[src/sv/circular_scan_crossfade_mixer_core_macros.svh]
// Assertion macros shared by the mixer core RTL.
// Define ASSERT_OFF to compile every check away.
`ifndef CIRCULAR_SCAN_CROSSFADE_MIXER_CORE_MACROS_SVH
`define CIRCULAR_SCAN_CROSSFADE_MIXER_CORE_MACROS_SVH
`ifndef ASSERT_OFF
`define CSXFM_ASSERT(lbl, clk, rst_n, cond, msg) \
    lbl: assert property (@(posedge clk) disable iff (!rst_n) (cond)) else $error(msg);
`define CSXFM_ASSERT_IMP(lbl, clk, rst_n, ante, cons, msg) \
    lbl: assert property (@(posedge clk) disable iff (!rst_n) (ante) |-> (cons)) \
        else $error(msg);
`define CSXFM_ASSERT_NXT(lbl, clk, rst_n, ante, cons, msg) \
    lbl: assert property (@(posedge clk) disable iff (!rst_n) (ante) |=> (cons)) \
        else $error(msg);
`else
`define CSXFM_ASSERT(lbl, clk, rst_n, cond, msg)
`define CSXFM_ASSERT_IMP(lbl, clk, rst_n, ante, cons, msg)
`define CSXFM_ASSERT_NXT(lbl, clk, rst_n, ante, cons, msg)
`endif
`endif

[src/sv/csxfm_pkg.sv]
// Shared types and constants of the scanning crossfade mixer core.
// No dependencies.
`timescale 1ns / 1ps

package csxfm_pkg;

    localparam int CHANNELS_DEFAULT = 12;
    localparam int MASK_BITS        = 12;

    localparam int CFG_INDEX_W = 3;
    localparam int CFG_DATA_W  = 16;

    localparam logic [CFG_INDEX_W-1:0] REG_SELECTION_OFFSET = 3'd0;
    localparam logic [CFG_INDEX_W-1:0] REG_CV_AMOUNT        = 3'd1;
    localparam logic [CFG_INDEX_W-1:0] REG_INV_DIFFUSION    = 3'd2;
    localparam logic [CFG_INDEX_W-1:0] REG_ONLY_CONNECTED   = 3'd3;
    localparam logic [CFG_INDEX_W-1:0] REG_CONNECTED_MASK   = 3'd4;

    localparam logic signed [11:0] OFFSET_RESET = 12'sd0;
    localparam logic signed [15:0] AMOUNT_RESET = 16'sd0;
    localparam logic [14:0]        INV_RESET    = 15'd10923;
    localparam logic               OC_RESET     = 1'b0;
    localparam logic [11:0]        MASK_RESET   = 12'hFFF;

    // scan center, six channels in Q8
    localparam logic signed [14:0] POS_BASE  = 15'sd1536;
    localparam logic [12:0]        SCAN_MAX  = 13'd4096;
    localparam logic [15:0]        LEVEL_ONE = 16'd32768;

    localparam logic signed [21:0] ACC_MAX = 22'sd1048575;
    localparam logic signed [21:0] ACC_MIN = -22'sd1048576;

    typedef struct packed {
        logic load_in;
        logic cv_mul;
        logic latch_pos;
        logic wrap_step;
        logic dist_calc;
        logic scale;
        logic term;
        logic emit;
    } dp_cmd_t;

    typedef struct packed {
        logic first_channel;
        logic wrap_done;
        logic out_free;
    } dp_status_t;

endpackage

[src/sv/circular_scan_crossfade_mixer_core.sv]
// Scanning crossfade mixer core. Channel beats of a frame arrive in order; each returns its
// crossfade level and the final beat also returns the saturated weighted frame sum. A beat
// for channels 1 and up passes the distance, scale, term and emit states; the beat that
// opens a frame first passes the cv multiply, position latch and wrap states, where the
// one-step wrap adder of the datapath adds or subtracts the span until the position lies
// in range. Emit waits while a result is still held and stalled. A result waits in an
// output register, so the next beat is taken while it is still held.
`timescale 1ns / 1ps

module circular_scan_crossfade_mixer_core #(
    parameter int CHANNELS = csxfm_pkg::CHANNELS_DEFAULT
) (
    input  logic                              clk,
    input  logic                              rst_n,
    input  logic                              cfg_we,
    input  logic [csxfm_pkg::CFG_INDEX_W-1:0] cfg_index,
    input  logic [csxfm_pkg::CFG_DATA_W-1:0]  cfg_data,
    input  logic                              in_valid,
    output logic                              in_stall,
    input  logic signed [15:0]                channel_sample,
    input  logic [9:0]                        channel_gain,
    input  logic signed [12:0]                control_cv,
    input  logic                              last_channel,
    output logic                              out_valid,
    input  logic                              out_stall,
    output logic [15:0]                       channel_level,
    output logic signed [20:0]                mix_sum,
    output logic                              mix_valid
);

    csxfm_pkg::dp_cmd_t    cmd;
    csxfm_pkg::dp_status_t status;

    csxfm_ctrl u_ctrl (
        .clk      (clk),
        .rst_n    (rst_n),
        .in_valid (in_valid),
        .status   (status),
        .in_stall (in_stall),
        .cmd      (cmd)
    );

    csxfm_dp #(
        .CHANNELS (CHANNELS)
    ) u_dp (
        .clk            (clk),
        .rst_n          (rst_n),
        .cfg_we         (cfg_we),
        .cfg_index      (cfg_index),
        .cfg_data       (cfg_data),
        .channel_sample (channel_sample),
        .channel_gain   (channel_gain),
        .control_cv     (control_cv),
        .last_channel   (last_channel),
        .out_stall      (out_stall),
        .cmd            (cmd),
        .status         (status),
        .out_valid      (out_valid),
        .channel_level  (channel_level),
        .mix_sum        (mix_sum),
        .mix_valid      (mix_valid)
    );

endmodule

[src/sv/csxfm_ctrl.sv]
// Sequencer of the mixer core: walks one channel beat through the datapath.
// Depends on csxfm_pkg and the assertion macro header.
`timescale 1ns / 1ps
`include "circular_scan_crossfade_mixer_core_macros.svh"

module csxfm_ctrl (
    input  logic                  clk,
    input  logic                  rst_n,
    input  logic                  in_valid,
    input  csxfm_pkg::dp_status_t status,
    output logic                  in_stall,
    output csxfm_pkg::dp_cmd_t    cmd
);

    typedef enum logic [7:0] {
        ST_IDLE  = 8'b0000_0001,
        ST_CVMUL = 8'b0000_0010,
        ST_LATCH = 8'b0000_0100,
        ST_WRAP  = 8'b0000_1000,
        ST_DIST  = 8'b0001_0000,
        ST_SCALE = 8'b0010_0000,
        ST_TERM  = 8'b0100_0000,
        ST_EMIT  = 8'b1000_0000
    } state_t;

    state_t state_reg;
    state_t state_next;

    always_comb
    begin
        state_next = state_reg;
        cmd        = '0;
        unique case (state_reg)
            ST_IDLE:
            begin
                if (in_valid)
                begin
                    cmd.load_in = 1'b1;
                    state_next  = status.first_channel ? ST_CVMUL : ST_DIST;
                end
            end
            ST_CVMUL:
            begin
                cmd.cv_mul = 1'b1;
                state_next = ST_LATCH;
            end
            ST_LATCH:
            begin
                cmd.latch_pos = 1'b1;
                state_next    = ST_WRAP;
            end
            ST_WRAP:
            begin
                cmd.wrap_step = 1'b1;
                if (status.wrap_done)
                begin
                    state_next = ST_DIST;
                end
            end
            ST_DIST:
            begin
                cmd.dist_calc = 1'b1;
                state_next    = ST_SCALE;
            end
            ST_SCALE:
            begin
                cmd.scale  = 1'b1;
                state_next = ST_TERM;
            end
            ST_TERM:
            begin
                cmd.term   = 1'b1;
                state_next = ST_EMIT;
            end
            ST_EMIT:
            begin
                if (status.out_free)
                begin
                    cmd.emit   = 1'b1;
                    state_next = ST_IDLE;
                end
            end
            default:
            begin
                state_next = ST_IDLE;
            end
        endcase
    end

    always_ff @(posedge clk or negedge rst_n)
    begin
        if (!rst_n)
        begin
            state_reg <= ST_IDLE;
        end
        else
        begin
            state_reg <= state_next;
        end
    end

    assign in_stall = (state_reg != ST_IDLE);

    `CSXFM_ASSERT_NXT(a_busy_after_accept, clk, rst_n, in_valid && !in_stall, in_stall,
        "beat accepted but core not busy next cycle")

endmodule

[src/sv/csxfm_dp.sv]
// Datapath of the mixer core: config registers, scan position, levels, frame sum.
// Depends on csxfm_pkg and the assertion macro header.
`timescale 1ns / 1ps
`include "circular_scan_crossfade_mixer_core_macros.svh"

module csxfm_dp #(
    parameter int CHANNELS = csxfm_pkg::CHANNELS_DEFAULT
) (
    input  logic                                 clk,
    input  logic                                 rst_n,
    input  logic                                 cfg_we,
    input  logic [csxfm_pkg::CFG_INDEX_W-1:0]    cfg_index,
    input  logic [csxfm_pkg::CFG_DATA_W-1:0]     cfg_data,
    input  logic signed [15:0]                   channel_sample,
    input  logic [9:0]                           channel_gain,
    input  logic signed [12:0]                   control_cv,
    input  logic                                 last_channel,
    input  logic                                 out_stall,
    input  csxfm_pkg::dp_cmd_t                   cmd,
    output csxfm_pkg::dp_status_t                status,
    output logic                                 out_valid,
    output logic [15:0]                          channel_level,
    output logic signed [20:0]                   mix_sum,
    output logic                                 mix_valid
);

    // configuration
    logic signed [11:0] offset_reg;
    logic signed [15:0] amount_reg;
    logic [14:0]        inv_reg;
    logic               oc_reg;
    logic [11:0]        mask_reg;

    // beat payload
    logic signed [15:0] sample_reg;
    logic [9:0]         gain_reg;
    logic signed [12:0] cv_reg;
    logic               last_reg;

    // work registers
    logic signed [28:0] cvprod_reg;
    logic signed [14:0] pos_reg;
    logic [11:0]        dist_reg;
    logic               act_reg;
    logic signed [25:0] sg_reg;
    logic [15:0]        level_reg;
    logic signed [17:0] term_reg;

    // control state
    logic [12:0]        scan_reg;
    logic [12:0]        scan_next;
    logic [3:0]         cc_reg;
    logic [3:0]         cc_next;
    logic [3:0]         rank_reg;
    logic [3:0]         rank_next;
    logic signed [20:0] acc_reg;
    logic signed [20:0] acc_next;

    // result register
    logic               out_valid_reg;
    logic               out_valid_next;
    logic [15:0]        channel_level_reg;
    logic signed [20:0] mix_sum_reg;
    logic               mix_valid_reg;

    logic [3:0]         n_conn;
    logic [4:0]         n_active;
    logic [12:0]        span;
    logic signed [14:0] span_s;
    logic [15:0]        mask_wide;
    logic               chan_active;

    logic signed [28:0] cvprod_full;
    logic signed [13:0] cv_term;
    logic signed [14:0] pos_start;
    logic signed [14:0] pos_next;
    logic               wrap_low;
    logic               wrap_high;

    logic [11:0]        rank_base;
    logic signed [13:0] diff0;
    logic signed [13:0] diff1;
    logic signed [14:0] twice;
    logic signed [13:0] far;
    logic signed [13:0] d_raw;
    logic [11:0]        dist_next;
    logic signed [26:0] sg_full;

    logic [26:0]        scale_full;
    logic [19:0]        scaled;
    logic [15:0]        level_calc;
    logic [15:0]        level_next;

    logic signed [42:0] term_full;
    logic signed [21:0] acc_sum;
    logic signed [20:0] acc_sat;

    // active channel count
    always_comb
    begin
        n_conn = '0;
        for (int i = 0; i < csxfm_pkg::MASK_BITS; i++)
        begin
            if (i < CHANNELS && mask_reg[i])
            begin
                n_conn = n_conn + 4'd1;
            end
        end
    end

    assign n_active    = oc_reg ? {1'b0, n_conn} : 5'(CHANNELS);
    assign span        = {n_active, 8'b0};
    assign span_s      = $signed({2'b00, span});
    assign mask_wide   = {4'b0000, mask_reg};
    assign chan_active = ({1'b0, cc_reg} < 5'(CHANNELS)) && (!oc_reg || mask_wide[cc_reg]);

    // scan position and wrap
    assign cvprod_full = cv_reg * amount_reg;
    assign cv_term     = cvprod_reg[28:15];
    assign pos_start   = (span == '0) ? 15'sd0
                       : csxfm_pkg::POS_BASE + 15'(offset_reg) + 15'(cv_term);
    assign wrap_low    = (pos_reg < 15'sd0);
    assign wrap_high   = (pos_reg > span_s);

    always_comb
    begin
        pos_next = pos_reg;
        if (cmd.latch_pos)
        begin
            pos_next = pos_start;
        end
        else if (cmd.wrap_step)
        begin
            if (wrap_low)
            begin
                pos_next = pos_reg + span_s;
            end
            else if (wrap_high)
            begin
                pos_next = pos_reg - span_s;
            end
        end
    end

    // circular distance
    assign rank_base = {rank_reg, 8'b0};
    assign diff0     = $signed({1'b0, scan_reg}) - $signed({2'b00, rank_base});
    assign diff1     = (diff0 < 14'sd0) ? diff0 + $signed({1'b0, span}) : diff0;
    assign twice     = {diff1, 1'b0};
    assign far       = $signed({1'b0, span}) - diff1;
    assign d_raw     = (twice < span_s) ? diff1 : far;
    assign dist_next = (d_raw < 14'sd0) ? 12'd0 : d_raw[11:0];
    assign sg_full   = sample_reg * $signed({1'b0, gain_reg});

    // level
    assign scale_full = dist_reg * inv_reg;
    assign scaled     = scale_full[26:7];
    assign level_calc = (scaled > 20'(csxfm_pkg::LEVEL_ONE)) ? 16'd0
                      : csxfm_pkg::LEVEL_ONE - scaled[15:0];
    assign level_next = act_reg ? level_calc : 16'd0;

    // weighted term and saturating sum
    assign term_full = sg_reg * $signed({1'b0, level_reg});
    assign acc_sum   = 22'(acc_reg) + 22'(term_reg);

    always_comb
    begin
        if (acc_sum > csxfm_pkg::ACC_MAX)
        begin
            acc_sat = csxfm_pkg::ACC_MAX[20:0];
        end
        else if (acc_sum < csxfm_pkg::ACC_MIN)
        begin
            acc_sat = csxfm_pkg::ACC_MIN[20:0];
        end
        else
        begin
            acc_sat = acc_sum[20:0];
        end
    end

    always_comb
    begin
        scan_next      = scan_reg;
        cc_next        = cc_reg;
        rank_next      = rank_reg;
        acc_next       = acc_reg;
        out_valid_next = out_valid_reg && out_stall;
        if (cmd.latch_pos)
        begin
            rank_next = '0;
        end
        if (cmd.wrap_step && !wrap_low && !wrap_high)
        begin
            scan_next = pos_reg[12:0];
        end
        if (cmd.scale && act_reg)
        begin
            rank_next = rank_reg + 4'd1;
        end
        if (cmd.emit)
        begin
            out_valid_next = 1'b1;
            if (last_reg)
            begin
                acc_next  = '0;
                cc_next   = '0;
                rank_next = '0;
            end
            else
            begin
                acc_next = acc_sat;
                cc_next  = cc_reg + 4'd1;
            end
        end
    end

    always_ff @(posedge clk or negedge rst_n)
    begin
        if (!rst_n)
        begin
            offset_reg    <= csxfm_pkg::OFFSET_RESET;
            amount_reg    <= csxfm_pkg::AMOUNT_RESET;
            inv_reg       <= csxfm_pkg::INV_RESET;
            oc_reg        <= csxfm_pkg::OC_RESET;
            mask_reg      <= csxfm_pkg::MASK_RESET;
            scan_reg      <= '0;
            cc_reg        <= '0;
            rank_reg      <= '0;
            acc_reg       <= '0;
            out_valid_reg <= 1'b0;
        end
        else
        begin
            if (cfg_we)
            begin
                unique case (cfg_index)
                    csxfm_pkg::REG_SELECTION_OFFSET: offset_reg <= cfg_data[11:0];
                    csxfm_pkg::REG_CV_AMOUNT:        amount_reg <= cfg_data;
                    csxfm_pkg::REG_INV_DIFFUSION:    inv_reg    <= cfg_data[14:0];
                    csxfm_pkg::REG_ONLY_CONNECTED:   oc_reg     <= cfg_data[0];
                    csxfm_pkg::REG_CONNECTED_MASK:   mask_reg   <= cfg_data[11:0];
                    default:
                    begin
                    end
                endcase
            end
            scan_reg      <= scan_next;
            cc_reg        <= cc_next;
            rank_reg      <= rank_next;
            acc_reg       <= acc_next;
            out_valid_reg <= out_valid_next;
        end
    end

    always_ff @(posedge clk)
    begin
        if (cmd.load_in)
        begin
            sample_reg <= channel_sample;
            gain_reg   <= channel_gain;
            cv_reg     <= control_cv;
            last_reg   <= last_channel;
        end
        if (cmd.cv_mul)
        begin
            cvprod_reg <= cvprod_full;
        end
        pos_reg <= pos_next;
        if (cmd.dist_calc)
        begin
            dist_reg <= dist_next;
            act_reg  <= chan_active && (span != '0);
            sg_reg   <= sg_full[25:0];
        end
        if (cmd.scale)
        begin
            level_reg <= level_next;
        end
        if (cmd.term)
        begin
            term_reg <= term_full[40:23];
        end
        if (cmd.emit)
        begin
            channel_level_reg <= level_reg;
            mix_sum_reg       <= last_reg ? acc_sat : 21'sd0;
            mix_valid_reg     <= last_reg;
        end
    end

    assign status.first_channel = (cc_reg == '0);
    assign status.wrap_done     = !wrap_low && !wrap_high;
    assign status.out_free      = !out_valid_reg || !out_stall;

    assign out_valid     = out_valid_reg;
    assign channel_level = channel_level_reg;
    assign mix_sum       = mix_sum_reg;
    assign mix_valid     = mix_valid_reg;

    `CSXFM_ASSERT(a_scan_in_range, clk, rst_n, scan_reg <= csxfm_pkg::SCAN_MAX,
        "scan position beyond channel span")
    `CSXFM_ASSERT_IMP(a_level_in_range, clk, rst_n, out_valid_reg,
        channel_level_reg <= csxfm_pkg::LEVEL_ONE, "level above unity")
    `CSXFM_ASSERT_IMP(a_sum_only_on_last, clk, rst_n, out_valid_reg && !mix_valid_reg,
        mix_sum_reg == 21'sd0, "frame sum shown on a non-final beat")
    `CSXFM_ASSERT_NXT(a_emit_fills_output, clk, rst_n, cmd.emit, out_valid_reg,
        "result lost after emit")

endmodule
[config.mk]
export PLATFORM = sky130hd
export DESIGN_NAME = circular_scan_crossfade_mixer_core
export DESIGN_NICKNAME = d
export VERILOG_FILES = /design/src/sv/csxfm_pkg.sv /design/src/sv/circular_scan_crossfade_mixer_core.sv /design/src/sv/csxfm_ctrl.sv /design/src/sv/csxfm_dp.sv
export VERILOG_INCLUDE_DIRS = /design/src /design/src/sv
export SDC_FILE = /design/constraint.sdc
export NUM_CORES = 2
export LEC_CHECK = 0
export BUFFER_PORTS_ARGS = -buffer_cell sky130_fd_sc_hd__buf_2
export CAP_MARGIN = 20
export CORE_MARGIN = 1.5
export CORE_UTILIZATION = 60
export DETAILED_ROUTE_END_ITERATION = 6
export HOLD_SLACK_MARGIN = 0.02
export PLACE_DENSITY = 0.87
export SYNTH_ARGS = -nofsm -noshare
export SYNTH_HDL_FRONTEND = slang
export SYNTH_SLANG_ARGS = --single-unit
[constraint.sdc]
create_clock -name clk -period 9.46 [get_ports clk]
set_input_delay 0 -clock clk [delete_from_list [all_inputs] [get_ports clk]]
set_output_delay 0 -clock clk [all_outputs]
set_load 0.005 [all_outputs]
# == Yosys cells after proc, flatten, opt, wreduce, memory -nomap -nowiden ==
# Cells that the tools add are included.
# op_classes
n_bitwise,1
order_cmp,10
n_mul,4
reduce_logical,28
add_sub_neg,22
n_eq_ne,16
div,0
shifts,0
mux,46
# op_table
cell,count
two-way mux 15 bit,5
two-way mux 4 bit,17
case mux 8 bit (8 select lines),1
two-way mux 21 bit,3
adder 4 x 1 -> 4 bit (second input constant),13
multiplier 26 x 17 -> 41 bit,1
multiplier 13 x 16 -> 29 bit,1
less-than comparator 14 x 1 -> 1 bit (second input constant),2
two-way mux 14 bit,2
multiplier 12 x 15 -> 27 bit,1
multiplier 16 x 11 -> 26 bit,1
two-way mux 8 bit,3
adder 21 x 18 -> 22 bit,1
greater-than comparator 22 x 21 -> 1 bit (second input constant),1
less-than comparator 22 x 21 -> 1 bit (second input constant),1
greater-than comparator 20 x 16 -> 1 bit (second input constant),1
subtractor 16 bit (first input constant),1
adder 13 x 14 -> 15 bit,1
adder 15 x 14 -> 15 bit,1
greater-than comparator 15 x 14 -> 1 bit,1
less-than comparator 15 x 1 -> 1 bit (second input constant),1
less-than comparator 15 x 14 -> 1 bit,1
subtractor 15 x 14 -> 15 bit,1
adder 14 bit,1
other kinds (34),65
# totals
latchBits,0
elab_cells,152
ramBits,0
mem_count,0
ff_bits,302
mem_bits_ro,0

# == Longest topological paths before layout ==
# depth
depth_word,29
mapped_depth,45

# == Hierarchy ==
# Synthesis repeated with hierarchy kept, for this count alone.
# hier_totals
cells_unflattened,4767
hier_area_um2,46617.2
# by_module_without_submodules
mod,instances,cells_each,seq_area_each_um2,area_per_inst_um2
csxfm_dp,1,4711,7907.6,46096.7
csxfm_ctrl,1,56,201.4,520.5

# == Worst setup path before layout ==
# No wires, ideal clock.
# synth_path
kind,register -> register
start,reg u_dp.mask_reg[0]
end,reg u_dp.scan_reg[10]
t_arrival_ns,7.461
path_buffers,1
setup_slack_ns,1.874
stages_incl_launch_ff,40
period_less_slack_ns,7.586
required_ns,9.335
setup_time_ns,0.125
cell_sequence,dfstp_2 -> inv_1 -> ha_1 -> xnor2_1 -> inv_2 -> ha_1 -> nand2_1 -> o21ai_0 -> nand2_1 -> o21ai_0 -> xnor2_1 -> mux2i_1 -> ha_1 -> a22oi_1 -> xnor2_1 -> nand2_1 -> o21ai_0 -> ha_1 -> [... 4 more ...] -> ha_1 -> nand2b_1 -> o221ai_1 -> xnor2_1 -> a21oi_1 -> ha_1 -> nand2_1 -> xor2_1 -> xnor2_1 -> nor2_1 -> inv_1 -> ha_1 -> nor3_1 -> nand3_1 -> a2111oi_0 -> nand4b_1 -> clkbuf_1 -> mux2_2
# synth_between
elab_chain_cells,27
# synth_rtl
element,line_no,source
from (decl),csxfm_dp.sv:32,logic [11:0] mask_reg;
from (signal assigned),csxfm_dp.sv:226,mask_reg <= csxfm_pkg::MASK_RESET;
from (signal assigned),csxfm_dp.sv:242,csxfm_pkg::REG_CONNECTED_MASK: mask_reg <= cfg_data[11:0];
two-way mux 1 bit (*),csxfm_dp.sv:104,if (i < CHANNELS && mask_reg[i])
adder 4 x 1 -> 4 bit,csxfm_dp.sv:106,n_conn = n_conn + 4'd1;
two-way mux 4 bit (*),csxfm_dp.sv:104,
adder 4 x 1 -> 4 bit,csxfm_dp.sv:106,
two-way mux 4 bit (*),csxfm_dp.sv:104,
adder 4 x 1 -> 4 bit,csxfm_dp.sv:106,
two-way mux 4 bit (*),csxfm_dp.sv:104,
adder 4 x 1 -> 4 bit,csxfm_dp.sv:106,
[... 11 more ...],--,
adder 4 x 1 -> 4 bit,csxfm_dp.sv:106,
two-way mux 4 bit (*),csxfm_dp.sv:104,
adder 4 x 1 -> 4 bit,csxfm_dp.sv:106,
two-way mux 4 bit (*),csxfm_dp.sv:104,
two-way mux 4 bit (*),csxfm_dp.sv:111,"assign n_active = oc_reg ? {1'b0, n_conn} : 5'(CHANNELS);"
greater-than comparator 15 x 14 -> 1 bit (*),csxfm_dp.sv:123,assign wrap_high = (pos_reg > span_s);
logical NOT 1 bit (*),csxfm_dp.sv:193,if (cmd.wrap_step && !wrap_low && !wrap_high)
logical AND 1 bit (*),csxfm_dp.sv:193,
to (signal assigned),csxfm_dp.sv:248,scan_reg <= scan_next;
to (decl),csxfm_dp.sv:50,logic [12:0] scan_reg;
# Every way passes the cells marked *; elsewhere a longest branch is shown, timed or not.
# A chain may end at the register's enable or synchronous reset.

# == Final worst setup path ==
# layout_path
start,reg u_dp.mask_reg[0]
end,reg u_dp.scan_reg[4]
# The elaborated chain is that of the path after synthesis.

==> reports/metrics.yaml <==
timing.fmax_mhz: 116
clk_latency_ns: 0.61
synth-async-reset-ratio_pct: 37.3
area_delta_synth_final_pct: 7.02
layout-drive-gt1-share_pct: 6.41
grt_pass1_wl_mm: 177
die_y_microns: 282
skew_ns: 0.0207
first_global_vias: 36700
multiInputGateArea_sq_um: 34200
rr_worst_depth: 40
postSynthCellCount: 4786
grt.busiest_layer: "met2"
syn_avg_cell_area_sq_um: 9.74
period_minus_slack_ns: 8.65
ys_ff_latch: 287
die_w_microns: 282
htree_levels: 1
period_share_pct: 91.4
yosysWarnings: 0
clockBufferDepth: 3
synth_edf_count: 180
cts_buffers: 31
antenna_found_initial: 1
avgRoutedWirePerCell_microns: 18.1
most-common-layout-cells: "963 x inv_1, 862 x fa_1, 679 x nand2_1, 405 x and2_1, 375 x ha_1"
largest_reg_flops: 26
ys_seq_area_share_pct: 17.4
grt_usage_pct: 27.9
cts-root-buf: "clkbuf_16"
min_to: "u_dp.cv_reg[8]"
tightest_slew_ns: 1.22
fin_setup_tns_ns: 0
relSlewSlack_pct: 18.9
rrSetupSlack_ns: 0.81
nets: 6141
core.rowCount: 102
firstDrtPassIters: 6
critPathMaxStageDelay_ns: 0.61
min_delay_path_depth: 2
final_common_cell: "inv_1"
pin_count: 104
setup_viol: 0
cts_num_sinks: 287
start_util_pct: 60.4
endpoint_kind: "flop"
grt_overflow: 0
place.gp.congestion: 0.898
fillers: 5587
use_met2_pct: 49.2
start_kind: "flop"
grt.met1_usage_pct: 33.3
tritoncts: "done"
arrival_ns: 9.14
drt_iter0_drc: 2373
regArea_sq_um: 8110
syn_nets: 6087
final_max_slew_viol_count: 0
crit_slowest_cell: "nand4b_1"
coreArea_sq_um: 77200
hold_path_class: "in -> reg"
hold_viol: 0
synth.distinct_cells: 85
status: "finished clean"
worst_ep_required_time_ns: 9.95
grt_max_degree: 66
hp-start: "control_cv[8]"
max_cap_violations: 0
netlist_area_sq_um: 46600
clk_pin_slew_worst_paths_ns: 0.07
drtAntennaViolNets: 0
worstPathMaxFanout: 15
reg2reg_to: "u_dp.scan_reg[4]"
hpwl_mm: 82.0
io_buffers: 103
cpMostUsedCell: "ha_1"
viasPerCell: 5.70
crit_type: "reg -> reg"
rsz0062_at_grt: "no"
r2r-start: "u_dp.mask_reg[0]"
antenna_cells: 0
drc: 0
grtUsageMet3_pct: 3.44
die_area_sq_um: 79400
post_cts_buffers: 0
ys.flop_type: "edfxtp_1"
dr_total_vias: 33700
routed_wl_mm: 107
[cells by family (layout without fill, tap and decap cells)]
family / count (synthesis) / after routing / share of synthesized area, %
AND/OR/NAND/NOR: 1466 / 1466 / 15.3
adder cells (fa/ha/maj): 1237 / 1237 / 47.1
buffers and inverters: 1155 / 1234 / 9.36
AO/OA/AOI/OAI: 381 / 381 / 5.42
flip-flops: 287 / 287 / 17.4
XOR/XNOR: 187 / 187 / 3.71
multiplexers: 73 / 73 / 1.81
[synth_stat cells (8+ instances only)]
cell	number	area [sq um]
clkbuf_1	178	668
dfstp_2	21	552
a21oi_1	109	546
a221o_1	16	160
xor2_1	51	447
nor3b_1	9	67.6
nand2b_1	38	238
mux2_2	62	698
edfxtp_1	180	5410
xnor2_1	130	1140
and3_1	14	87.6
nor2_2	10	62.6
o21ai_0	74	370
a21o_1	38	285
dfrtp_1	86	2150
nand4_1	10	62.6
a31oi_1	16	100
nor4_1	10	62.6
nor2b_1	21	131
nor3_1	49	245
nand2_1	679	2550
o211ai_1	8	60.1
nor2_1	136	510
a211oi_1	14	105
o21a_1	19	143
ha_1	375	4690
mux2i_1	8	80.1
and2_1	405	2530
fa_1	862	17300
nand3_1	38	190
or3_1	11	68.8
inv_1	964	3620
[worst max-delay path, delay by kind of cell, from the launching register on]
family | cells | cell delay (ns)
fa+ha+maj | 7 | 2.07
compound gates | 10 | 1.61
simple gates | 10 | 1.59
xor+xnor | 7 | 1.46
mux | 2 | 0.65
buf+inv | 4 | 0.58
flops | 1 | 0.56
[cell type report]
| class | instances | area share [%] |
|---|---|---|
| inverters | 967 | 7.27 |
| flip-flops and latches | 287 | 16.2 |
| clock buffers | 42 | 1.85 |
| well taps | 1040 | 2.61 |
| clock inverters | 16 | 0.341 |
| repair buffers | 209 | 3.12 |
| multi-input cells | 3344 | 68.6 |
[per-layer routing]
metal,up-vias,share of wire (%)
met1,16900,37
met2,1453,51
met5,-,0.012
met3,422,6.5
met4,2,5.2
li1,14800,-
[what timing repair did]
| item | CTS | global route |
|---|---|---|
| endpoints found under the setup margin | 0 | 1 |
| hold buffers | 78 | 0 |
| endpoints found under the hold margin | 142 | 0 |
| gates resized for setup | 0 | 1 |
[worst max path at each step]
stage                                 from           endpoint  slack (ns)
final                     u_dp.mask_reg[0]   u_dp.scan_reg[4]        0.81
after global routing      u_dp.mask_reg[0]  u_dp.scan_reg[11]        0.04
after CTS                 u_dp.mask_reg[0]  u_dp.scan_reg[11]        0.91
after detailed placement  u_dp.mask_reg[0]  u_dp.scan_reg[11]        0.92
after global placement    u_dp.mask_reg[0]   u_dp.dist_reg[5]        1.22
after floorplan           u_dp.mask_reg[0]  u_dp.scan_reg[10]        1.87
[metrics by stage]
step / utilization [%] / setup WS, ns / area (sq um) / hold slack [ns] / cells
floorplan: - / 1.87 / 46600 / -0.296 / 4786
global placement: 62.1 / 1.22 / 48000 / 0.0195 / 5766
detailed placement: 62.2 / 0.924 / 48000 / 0.0281 / 5767
CTS: 64.6 / 0.906 / 49900 / 0.0565 / 5903
global route: 64.6 / 0.0363 / 49900 / 0.0988 / 5905
finish: 64.6 / 0.811 / 49900 / 0.105 / 5905
Power is left out: the tool's default activity adds up to more than one toggle a clock period on the data nets, which glitch-free logic cannot reach.
